File: src/rtl/aliq_pkg.sv
// ----------------------------------------------------------------------------
// aliq_pkg: shared constants for the aliquot sum unit
// Result width and the upper bound on accepted input numbers.
// ----------------------------------------------------------------------------
`default_nettype none

package aliq_pkg;

  localparam int SUM_WIDTH = 53;

  localparam logic [63:0] VALUE_LIMIT = 64'd1000000000000000;

endpackage

`default_nettype wire

File: src/rtl/aliq_if.sv
// ----------------------------------------------------------------------------
// aliq_if: valid/ready channels of the aliquot sum unit
// One interface for the input number word, one for the result word.
// ----------------------------------------------------------------------------
`default_nettype none

interface aliq_in_if #(
  parameter int NUMBER_WIDTH = 50
);
  logic                    valid;
  logic                    ready;
  logic [NUMBER_WIDTH-1:0] value;

  modport source (output valid, output value, input ready);
  modport sink   (input valid, input value, output ready);
endinterface

interface aliq_out_if;
  logic                           valid;
  logic                           ready;
  logic [aliq_pkg::SUM_WIDTH-1:0] divisor_sum;
  logic                           too_large;

  modport source (output valid, output divisor_sum, output too_large, input ready);
  modport sink   (input valid, input divisor_sum, input too_large, output ready);
endinterface

`default_nettype wire

File: src/rtl/aliquot_sum_unit.sv
// ----------------------------------------------------------------------------
// aliquot_sum_unit: sum of proper divisors by trial division
// Bit-serial floor square root, then one restoring division per trial divisor.
// ----------------------------------------------------------------------------
// Steps: S_ROOT, then S_DIV, S_ACC_D and S_ACC_Q for each trial divisor up to
//   floor(sqrt(value)); a number above 10^15 goes straight to S_DONE.
// Throughput: one word at a time, set by the radix-2 divider producing one
//   quotient bit per cycle; a new word is taken while a result waits.
// Reset: synchronous, active low; clears the sequencer and the result valid.
// ----------------------------------------------------------------------------
`default_nettype none

module aliquot_sum_unit #(
  parameter int NUMBER_WIDTH = 50
) (
  input  wire logic  clk,
  input  wire logic  rst_n,
  aliq_in_if.sink    in_word,
  aliq_out_if.source out_word
);

  localparam int RW = (NUMBER_WIDTH + 1) / 2;
  localparam int NE = 2 * RW;
  localparam int CW = $clog2(NUMBER_WIDTH);
  localparam int SW = aliq_pkg::SUM_WIDTH;

  typedef enum logic [2:0] {
    S_IDLE,
    S_ROOT,
    S_DIV,
    S_ACC_D,
    S_ACC_Q,
    S_DONE
  } state_t;

  state_t                  state_r;
  logic [NUMBER_WIDTH-1:0] val_r;
  logic [NE-1:0]           nsh_r;
  logic [RW-1:0]           rrem_r;
  logic [RW-1:0]           root_r;
  logic [RW-1:0]           d_r;
  logic [RW:0]             drem_r;
  logic [NUMBER_WIDTH-1:0] qsh_r;
  logic [CW-1:0]           cnt_r;
  logic [SW-1:0]           acc_r;
  logic                    tl_r;
  logic                    out_valid_r;
  logic [SW-1:0]           out_sum_r;
  logic                    out_tl_r;

  logic [RW+1:0]           rrem_s;
  logic [RW+1:0]           rtrial;
  logic                    rge;
  logic [RW+1:0]           rrem_nxt;
  logic [RW-1:0]           root_nxt;
  logic [RW:0]             drem_s;
  logic                    dge;
  logic                    exact;
  logic                    out_load;

  always_comb begin
    rrem_s   = {rrem_r, nsh_r[NE-1 -: 2]};
    rtrial   = {root_r, 2'b01};
    rge      = rrem_s >= rtrial;
    rrem_nxt = rge ? rrem_s - rtrial : rrem_s;
    root_nxt = {root_r[RW-2:0], rge};
    drem_s   = {drem_r[RW-1:0], qsh_r[NUMBER_WIDTH-1]};
    dge      = drem_s >= {1'b0, d_r};
    exact    = drem_r == '0;
    out_load = (state_r == S_DONE) && (!out_valid_r || out_word.ready);
  end

  assign in_word.ready        = state_r == S_IDLE;
  assign out_word.valid       = out_valid_r;
  assign out_word.divisor_sum = out_sum_r;
  assign out_word.too_large   = out_tl_r;

  always_ff @(posedge clk) begin
    if (!rst_n) begin
      state_r     <= S_IDLE;
      out_valid_r <= 1'b0;
    end else begin
      if (out_load) begin
        out_valid_r <= 1'b1;
        out_sum_r   <= acc_r;
        out_tl_r    <= tl_r;
      end else if (out_word.ready) begin
        out_valid_r <= 1'b0;
      end
      case (state_r)
        S_IDLE: begin
          if (in_word.valid) begin
            val_r  <= in_word.value;
            nsh_r  <= NE'(in_word.value);
            rrem_r <= '0;
            root_r <= '0;
            cnt_r  <= '0;
            acc_r  <= '0;
            if (64'(in_word.value) > aliq_pkg::VALUE_LIMIT) begin
              tl_r    <= 1'b1;
              state_r <= S_DONE;
            end else begin
              tl_r    <= 1'b0;
              state_r <= S_ROOT;
            end
          end
        end
        S_ROOT: begin
          rrem_r <= rrem_nxt[RW-1:0];
          root_r <= root_nxt;
          nsh_r  <= {nsh_r[NE-3:0], 2'b00};
          if (cnt_r == CW'(RW - 1)) begin
            d_r    <= RW'(1);
            qsh_r  <= val_r;
            drem_r <= '0;
            cnt_r  <= '0;
            state_r <= (root_nxt == '0) ? S_DONE : S_DIV;
          end else begin
            cnt_r  <= cnt_r + 1'b1;
          end
        end
        S_DIV: begin
          drem_r <= dge ? drem_s - {1'b0, d_r} : drem_s;
          qsh_r  <= {qsh_r[NUMBER_WIDTH-2:0], dge};
          cnt_r  <= cnt_r + 1'b1;
          if (cnt_r == CW'(NUMBER_WIDTH - 1)) begin
            state_r <= S_ACC_D;
          end
        end
        S_ACC_D: begin
          if (exact && NUMBER_WIDTH'(d_r) != val_r) begin
            acc_r <= acc_r + SW'(d_r);
          end
          state_r <= S_ACC_Q;
        end
        S_ACC_Q: begin
          if (exact && qsh_r != NUMBER_WIDTH'(d_r) && qsh_r != val_r) begin
            acc_r <= acc_r + SW'(qsh_r);
          end
          if (d_r == root_r) begin
            state_r <= S_DONE;
          end else begin
            d_r    <= d_r + 1'b1;
            qsh_r  <= val_r;
            drem_r <= '0;
            cnt_r  <= '0;
            state_r <= S_DIV;
          end
        end
        S_DONE: begin
          if (out_load) begin
            state_r <= S_IDLE;
          end
        end
        default: begin
          state_r <= S_IDLE;
        end
      endcase
    end
  end

endmodule

`default_nettype wire

File: src/flat_wrapper.sv
// flat-port wrapper written by rule: the top's interface ports become plain ports
module aliquot_sum_unit_flat 
#(
  parameter int NUMBER_WIDTH = 50
)
  (clk, rst_n, in_word_valid, in_word_value, in_word_ready, out_word_valid, out_word_divisor_sum, out_word_too_large, out_word_ready);
  aliq_in_if #(.NUMBER_WIDTH(NUMBER_WIDTH)) in_word_i ();
  aliq_out_if out_word_i ();
  input  wire logic clk;
  input  wire logic rst_n;
  input wire logic [$bits(in_word_i.valid)-1:0] in_word_valid;
  input wire logic [$bits(in_word_i.value)-1:0] in_word_value;
  output wire logic [$bits(in_word_i.ready)-1:0] in_word_ready;
  output wire logic [$bits(out_word_i.valid)-1:0] out_word_valid;
  output wire logic [$bits(out_word_i.divisor_sum)-1:0] out_word_divisor_sum;
  output wire logic [$bits(out_word_i.too_large)-1:0] out_word_too_large;
  input wire logic [$bits(out_word_i.ready)-1:0] out_word_ready;
  assign in_word_i.valid = in_word_valid;
  assign in_word_i.value = in_word_value;
  assign in_word_ready = in_word_i.ready;
  assign out_word_valid = out_word_i.valid;
  assign out_word_divisor_sum = out_word_i.divisor_sum;
  assign out_word_too_large = out_word_i.too_large;
  assign out_word_i.ready = out_word_ready;
  aliquot_sum_unit #(.NUMBER_WIDTH(NUMBER_WIDTH)) u_core (.clk(clk), .rst_n(rst_n), .in_word(in_word_i), .out_word(out_word_i));
endmodule
File: config.mk
export PLATFORM = sky130hd
export DESIGN_NAME = aliquot_sum_unit_flat
export DESIGN_NICKNAME = d
export VERILOG_FILES = /design/src/rtl/aliq_pkg.sv /design/src/rtl/aliq_if.sv /design/src/rtl/aliquot_sum_unit.sv /design/src/flat_wrapper.sv
export SDC_FILE = /design/constraint.sdc
export NUM_CORES = 1
export LEC_CHECK = 0
export ABC_CLOCK_PERIOD_IN_PS = 18900
export BUFFER_PORTS_ARGS = -buffer_cell sky130_fd_sc_hd__buf_2
export CAP_MARGIN = 20
export CORE_ASPECT_RATIO = 0.7
export CORE_MARGIN = 2
export CORE_UTILIZATION = 40
export DETAILED_ROUTE_END_ITERATION = 10
export PLACE_DENSITY = 0.55
export RECOVER_POWER = 100
export SLEW_MARGIN = 20
export SYNTH_ARGS = -nofsm -noshare
export SYNTH_HDL_FRONTEND = slang
export SYNTH_SLANG_ARGS = --single-unit
export TNS_END_PERCENT = 100
File: constraint.sdc
create_clock -name clk -period 18.9 [get_ports clk]
set_input_delay 0 -clock clk [delete_from_list [all_inputs] [get_ports clk]]
set_output_delay 0 -clock clk [all_outputs]
set_load 0.05 [all_outputs]
# [After elaboration in Yosys (flattened, before gate mapping)]
# Index checks and enable logic that the tools add are counted.
[totals] ff_bits=369 latchBits=0 mem_bits_rw=0 rom_bits=0 input_bits=54 out_inout_bits=56 wordCells=99 mem_count=0
[classes] add_sub_neg=6 mul=0 div_mod_pow=0 magnitude_cmp=3 eq_ne=18 shift=0 mux=35 bitwise=0 reduce_logical=23
[ops] cell="$mux W53" count=3
[ops] cell="$pmux W53 S3" count=1
[ops] cell="$mux W50" count=3
[ops] cell="$pmux W25 S2" count=3
[ops] cell="$pmux W50 S3" count=1
[ops] cell="$mux W25" count=4
[ops] cell="$pmux W50 S2" count=1
[ops] cell="$mux W26" count=3
[ops] cell="$pmux W26 S3" count=1
[ops] cell="$add A53 B25 Y53" count=1
[ops] cell="$add A53 B50 Y53" count=1
[ops] cell="$gt A50 B50 Y1 const B" count=1
[ops] cell="$ne A25 B50 Y1" count=1
[ops] cell="$ne A50 B25 Y1" count=1
[ops] cell="$ne A50 B50 Y1" count=1
[ops] cell="$ge A27 B27 Y1" count=1
[ops] cell="$ge A26 B25 Y1" count=1
[ops] cell="$logic_not A26 Y1" count=1
[ops] cell="$sub A26 B25 Y26" count=1
[ops] cell="$add A25 B1 Y25 const B" count=1
[ops] cell="$eq A25 B25 Y1" count=1
[ops] cell="$logic_not A25 Y1" count=1
[ops] cell="$sub A25 B25 Y25" count=1
[ops] cell="$pmux W6 S4" count=1
[ops] cell="23 further kinds" count=50

# [Longest topological paths before layout]
[logic_depth] depth_word=5 ltp_mapped=17 mapped_depth_nobuf=15

# [Worst setup path after synthesis]
# No wires, ideal clock.
[synth_timing] path_type="register -> register" startpoint="register u_core.state_r[2]" endpoint="register u_core.out_sum_r[0] (netlist: u_core.out_word.divisor_sum[0]) (enable)" setup_time_ns=0.599 arrival_ns=6.054 required_time_ns=18.301 slack_ns=12.247 path_stages_with_launch=5 path_buffers=2 period_less_slack_ns=6.653 cell_sequence="dfxtp_1 > clkbuf_1 > clkbuf_1 > nand2_1 > nor4_1"
[synth_via] elab_chain_len=3
[synth_rtl] item="start: declaration" line="aliquot_sum_unit.sv:36" source="state_t state_r;"
[synth_rtl] item="start signal: assignment" line="aliquot_sum_unit.sv:117" source="state_r <= (root_nxt == '0) ? S_DONE : S_DIV;"
[synth_rtl] item="$eq A3 B3 Y1" line="aliquot_sum_unit.sv:70" source="out_load = (state_r == S_DONE) && (!out_valid_r || out_word.ready);"
[synth_rtl] item="$logic_and A1 B1 Y1" line="aliquot_sum_unit.sv:70"
[synth_rtl] item="$reduce_and A2 Y1 (no source line)"
[synth_rtl] item="end signal: assignment" line="aliquot_sum_unit.sv:85" source="out_sum_r <= acc_r;"
[synth_rtl] item="end: declaration" line="aliquot_sum_unit.sv:48" source="logic [SW-1:0] out_sum_r;"
# Every way passes these cells.
# A chain may end at the register's enable or synchronous reset.

# [Final worst setup path]
[layout_timing] startpoint="register u_core.state_r[1]" endpoint="register u_core.qsh_r[5] (enable)"
[layout_via] elab_chain_len=3 elab_cells_between_ends=7 classes_between="eq/ne: 5; reduce/logical: 2"
[layout_rtl] item="$eq A3 B1 Y1 (tied with other cells)" line="aliquot_sum_unit.sv:90" source="case (state_r)"
[layout_rtl] item="$ne A2 B1 Y1 (no source line) (tied with other cells)"
[layout_rtl] item="$reduce_and A4 Y1 (no source line) *"
[layout_rtl] item="end signal: assignment" line="aliquot_sum_unit.sv:114" source="qsh_r <= val_r;"
[layout_rtl] item="end signal: assignment" line="aliquot_sum_unit.sv:124" source="qsh_r <= {qsh_r[NUMBER_WIDTH-2:0], dge};"
[layout_rtl] item="end signal: assignment" line="aliquot_sum_unit.sv:144" source="qsh_r <= val_r;"
[layout_rtl] item="end: declaration" line="aliquot_sum_unit.sv:43" source="logic [NUMBER_WIDTH-1:0] qsh_r;"
# Every way passes the cells marked *; elsewhere a longest branch is shown, timed or not.

==> results.cfg <==
[status]
status = finished, violations left
violations = capacitance limit, slew limit

[clock_network]
root_buffer = clkbuf_16
path_clk_slew_ns = 0.06
h-tree-depth = 2
clock-sinks = 369
insertion_delay_ns = 0.59
cts_made_buffers = 40
tritoncts = done
cts_buffer_depth = 3

[synth]
synth_fp_nets = 2352
synth_commonest_cells = 417 x nand2_1, 365 x edfxtp_1, 198 x nor2_1, 132 x xnor2_1, 106 x ha_1
synth_edf_count = 365
async_flop_share_pct = 0
yosys.cell_count.top_type = nand2_1
syn_inst = 2190
ys.flop_type = edfxtp_1
yosysWarningCount = 0
syn-cell-area_um2 = 22000
synth.area.top_cells = edfxtp_1 50%, nand2_1 7.1%, ha_1 6.0%
syn_area_per_cell_um2 = 10.0
ys_seq_area_share_pct = 50.2
ys_seq_elements = 369
synth_cell_type_count = 81
yosys.area.top_type = edfxtp_1
synth_top_cell_area_share_pct = 49.9

[sta]
tightest_slew_ns = 3.41
fmax_ghz = 0.120
rsz0062_at_grt = no
final-setup-viol-count = 0
fin_crit_ns = 8.36
setup_tns_ns = 0
slew_headroom_pct = -127
hold_violations = 0
drv_slew = 614
min_period_over_period_pct = 44.3
finalClockSkew_ns = 0.0252

[place]
gp_congestion = 0.901
port-buffer-count = 109
dpl.hpwl_mm = 48.4
dp.cells = 2954

[power_and_ir_drop]
power_frac_clock_pct = 24.7
switching_power_mw = 1.30
power_frac_seq_pct = 39.4
max-vdd-ir-drop_mv = 0.0674
leakage_nw = 9.54
powerDensity_nw_per_um2 = 136
p_int_mw = 2.10
p_sw_share_pct = 38.2
comb_power_share_pct = 35.9

[critical_path]
r2r-start = u_core.state_r[1]
worst_setup_path_end_kind = register
required_ns = 19.03
crit_start = u_core.state_r[1]
critPathArrivalTime_ns = 8.50
start_kind = register
path_class = reg -> reg
crit_fanout = 53

[route]
routed_via_density = 5.62
drt_iter0_markers = 1773
num_vias = 17300
drt_wl_total_mm = 65.4
drcViolationCount = 0
antenna_left = 0
first_pass_iters = 6
wl_per_cell_um = 21.2

[die]
fp.dieW_um = 284
dieHeight_um = 200
num_rows = 71
core-area_um2 = 54000
fp.dieArea_um2 = 56900
initial_utilization_pct = 40.7
ios = 110

[global_routing]
grt_max_degree = 72
grt_usage_pct = 22.6
grt_pass1_vias = 16000
grt_pass1_wl_mm = 98.5
overflow = 0
antenna_found_initial = 0

[flow_run]
maxCapViolations = 13

[layout]
antenna_cells = 0
post_route_cells_drive_above_1_share_pct = 3.91
syn2layout_area_growth_pct = 13.5
final_cells = 3080
layout.nets = 2480

[min_path]
hold_path_startpoint = in_word_valid
hold_class = in -> reg
[power by group through the flow]
stage | clock network, mW | logic [mW] | registers, mW
6_report | 0.840 | 1.22 | 1.34
5_1_grt | 0.886 | 1.36 | 1.35
4_1_cts | 0.858 | 1.22 | 1.32
3_5_place_dp | 0 | 1.20 | 1.34
3_3_place_gp | 0 | 1.19 | 1.33
2_1_floorplan | 0 | 0.939 | 1.26
[worst paths after layout]
path | to | slack (ns) | cells after the start
worst min-delay path | u_core.state_r[0] | 0.09 | 5
worst min register to register | u_core.out_word.too_large | 0.42 | 0
worst max register to register | u_core.qsh_r[5] | 10.54 | 7
worst max-delay path | u_core.qsh_r[5] | 10.54 | 7
[logic make-up (layout without fill, tap and decap cells)]
| logic type | after synthesis | in the layout | synth area share (%) |
|---|---|---|---|
| compound gates | 374 | 374 | 11.2 |
| xor+xnor | 228 | 228 | 9.09 |
| fa+ha+maj | 108 | 108 | 6.22 |
| buf+inv | 174 | 334 | 3.06 |
| flops | 369 | 369 | 50.2 |
| mux | 34 | 34 | 1.55 |
| simple gates | 903 | 903 | 18.6 |
[worst max-delay path, cell delays in order, from the launching register on]
cell and delay, ns:
dfxtp_1 0.50, nor2_1 0.17, clkbuf_1 0.77, and2_1 0.23, clkbuf_1 1.53, nand2_1 0.25
a21oi_1 2.24, clkbuf_1 2.15
[metal layers]
layer | vias up | routed length, um | global-route usage [%]
met1 | 8375 | 31500 | 35.1
met5 | - | 0 | 0
met4 | 0 | 1080 | 4.64
met2 | 704 | 26800 | 32.4
li1 | 8147 | - | -
met3 | 77 | 6040 | 4.56
[layout by cell type (no fill, tap or decap), types with 37 or more instances in the layout]
cell type / n
a21oi_1: 94
nor3_1: 37
inv_1: 83
and3_1: 43
clkbuf_16: 41
nand4_1: 44
nor4_1: 49
xnor2_1: 132
xor2_1: 96
a21o_1: 53
dlygate4sd3_1: 52
ha_1: 106
nor2_1: 196
o21ai_0: 82
clkbuf_1: 126
nand2_1: 416
edfxtp_1: 365
[repair_timing]
item,CTS,global route
hold buffers,52,0
setup buffers,0,0
hold endpoints to repair,104,0
resized for setup,0,0
[state kept, by name (all words and copies together) (netlist names), 26 cells and up]
name and flops:
u_core.drem_r 26, u_core.val_r 50, u_core.out_word.divisor_sum 53, u_core.acc_r 53
u_core.nsh_r 50, u_core.qsh_r 50
[layout make-up]
cell class,instances,area (um^2)
sequential,369,11000
clock inverter,26,324
multi-input combinational,1647,10300
inverter,84,315
timing repair buffer,176,997
fill,5207,29100
tap,730,913
clock buffer,48,1050
[per-stage QoR]
step           utilization [%]  area, um^2  hold WS, ns  setup WS (ns)  total power, mW
2_1_floorplan                -       22000       0.0989          12.25             2.20
3_3_place_gp              43.1       23300        0.221          14.17             2.53
3_5_place_dp              43.1       23300        0.217          13.99             2.54
4_1_cts                   46.6       25200       0.0408          13.95             3.40
5_1_grt                   46.2       24900        0.133           9.70             3.60
6_report                  46.2       24900       0.0935          10.54             3.40
Note: power is estimated with default switching activity, not from simulation.
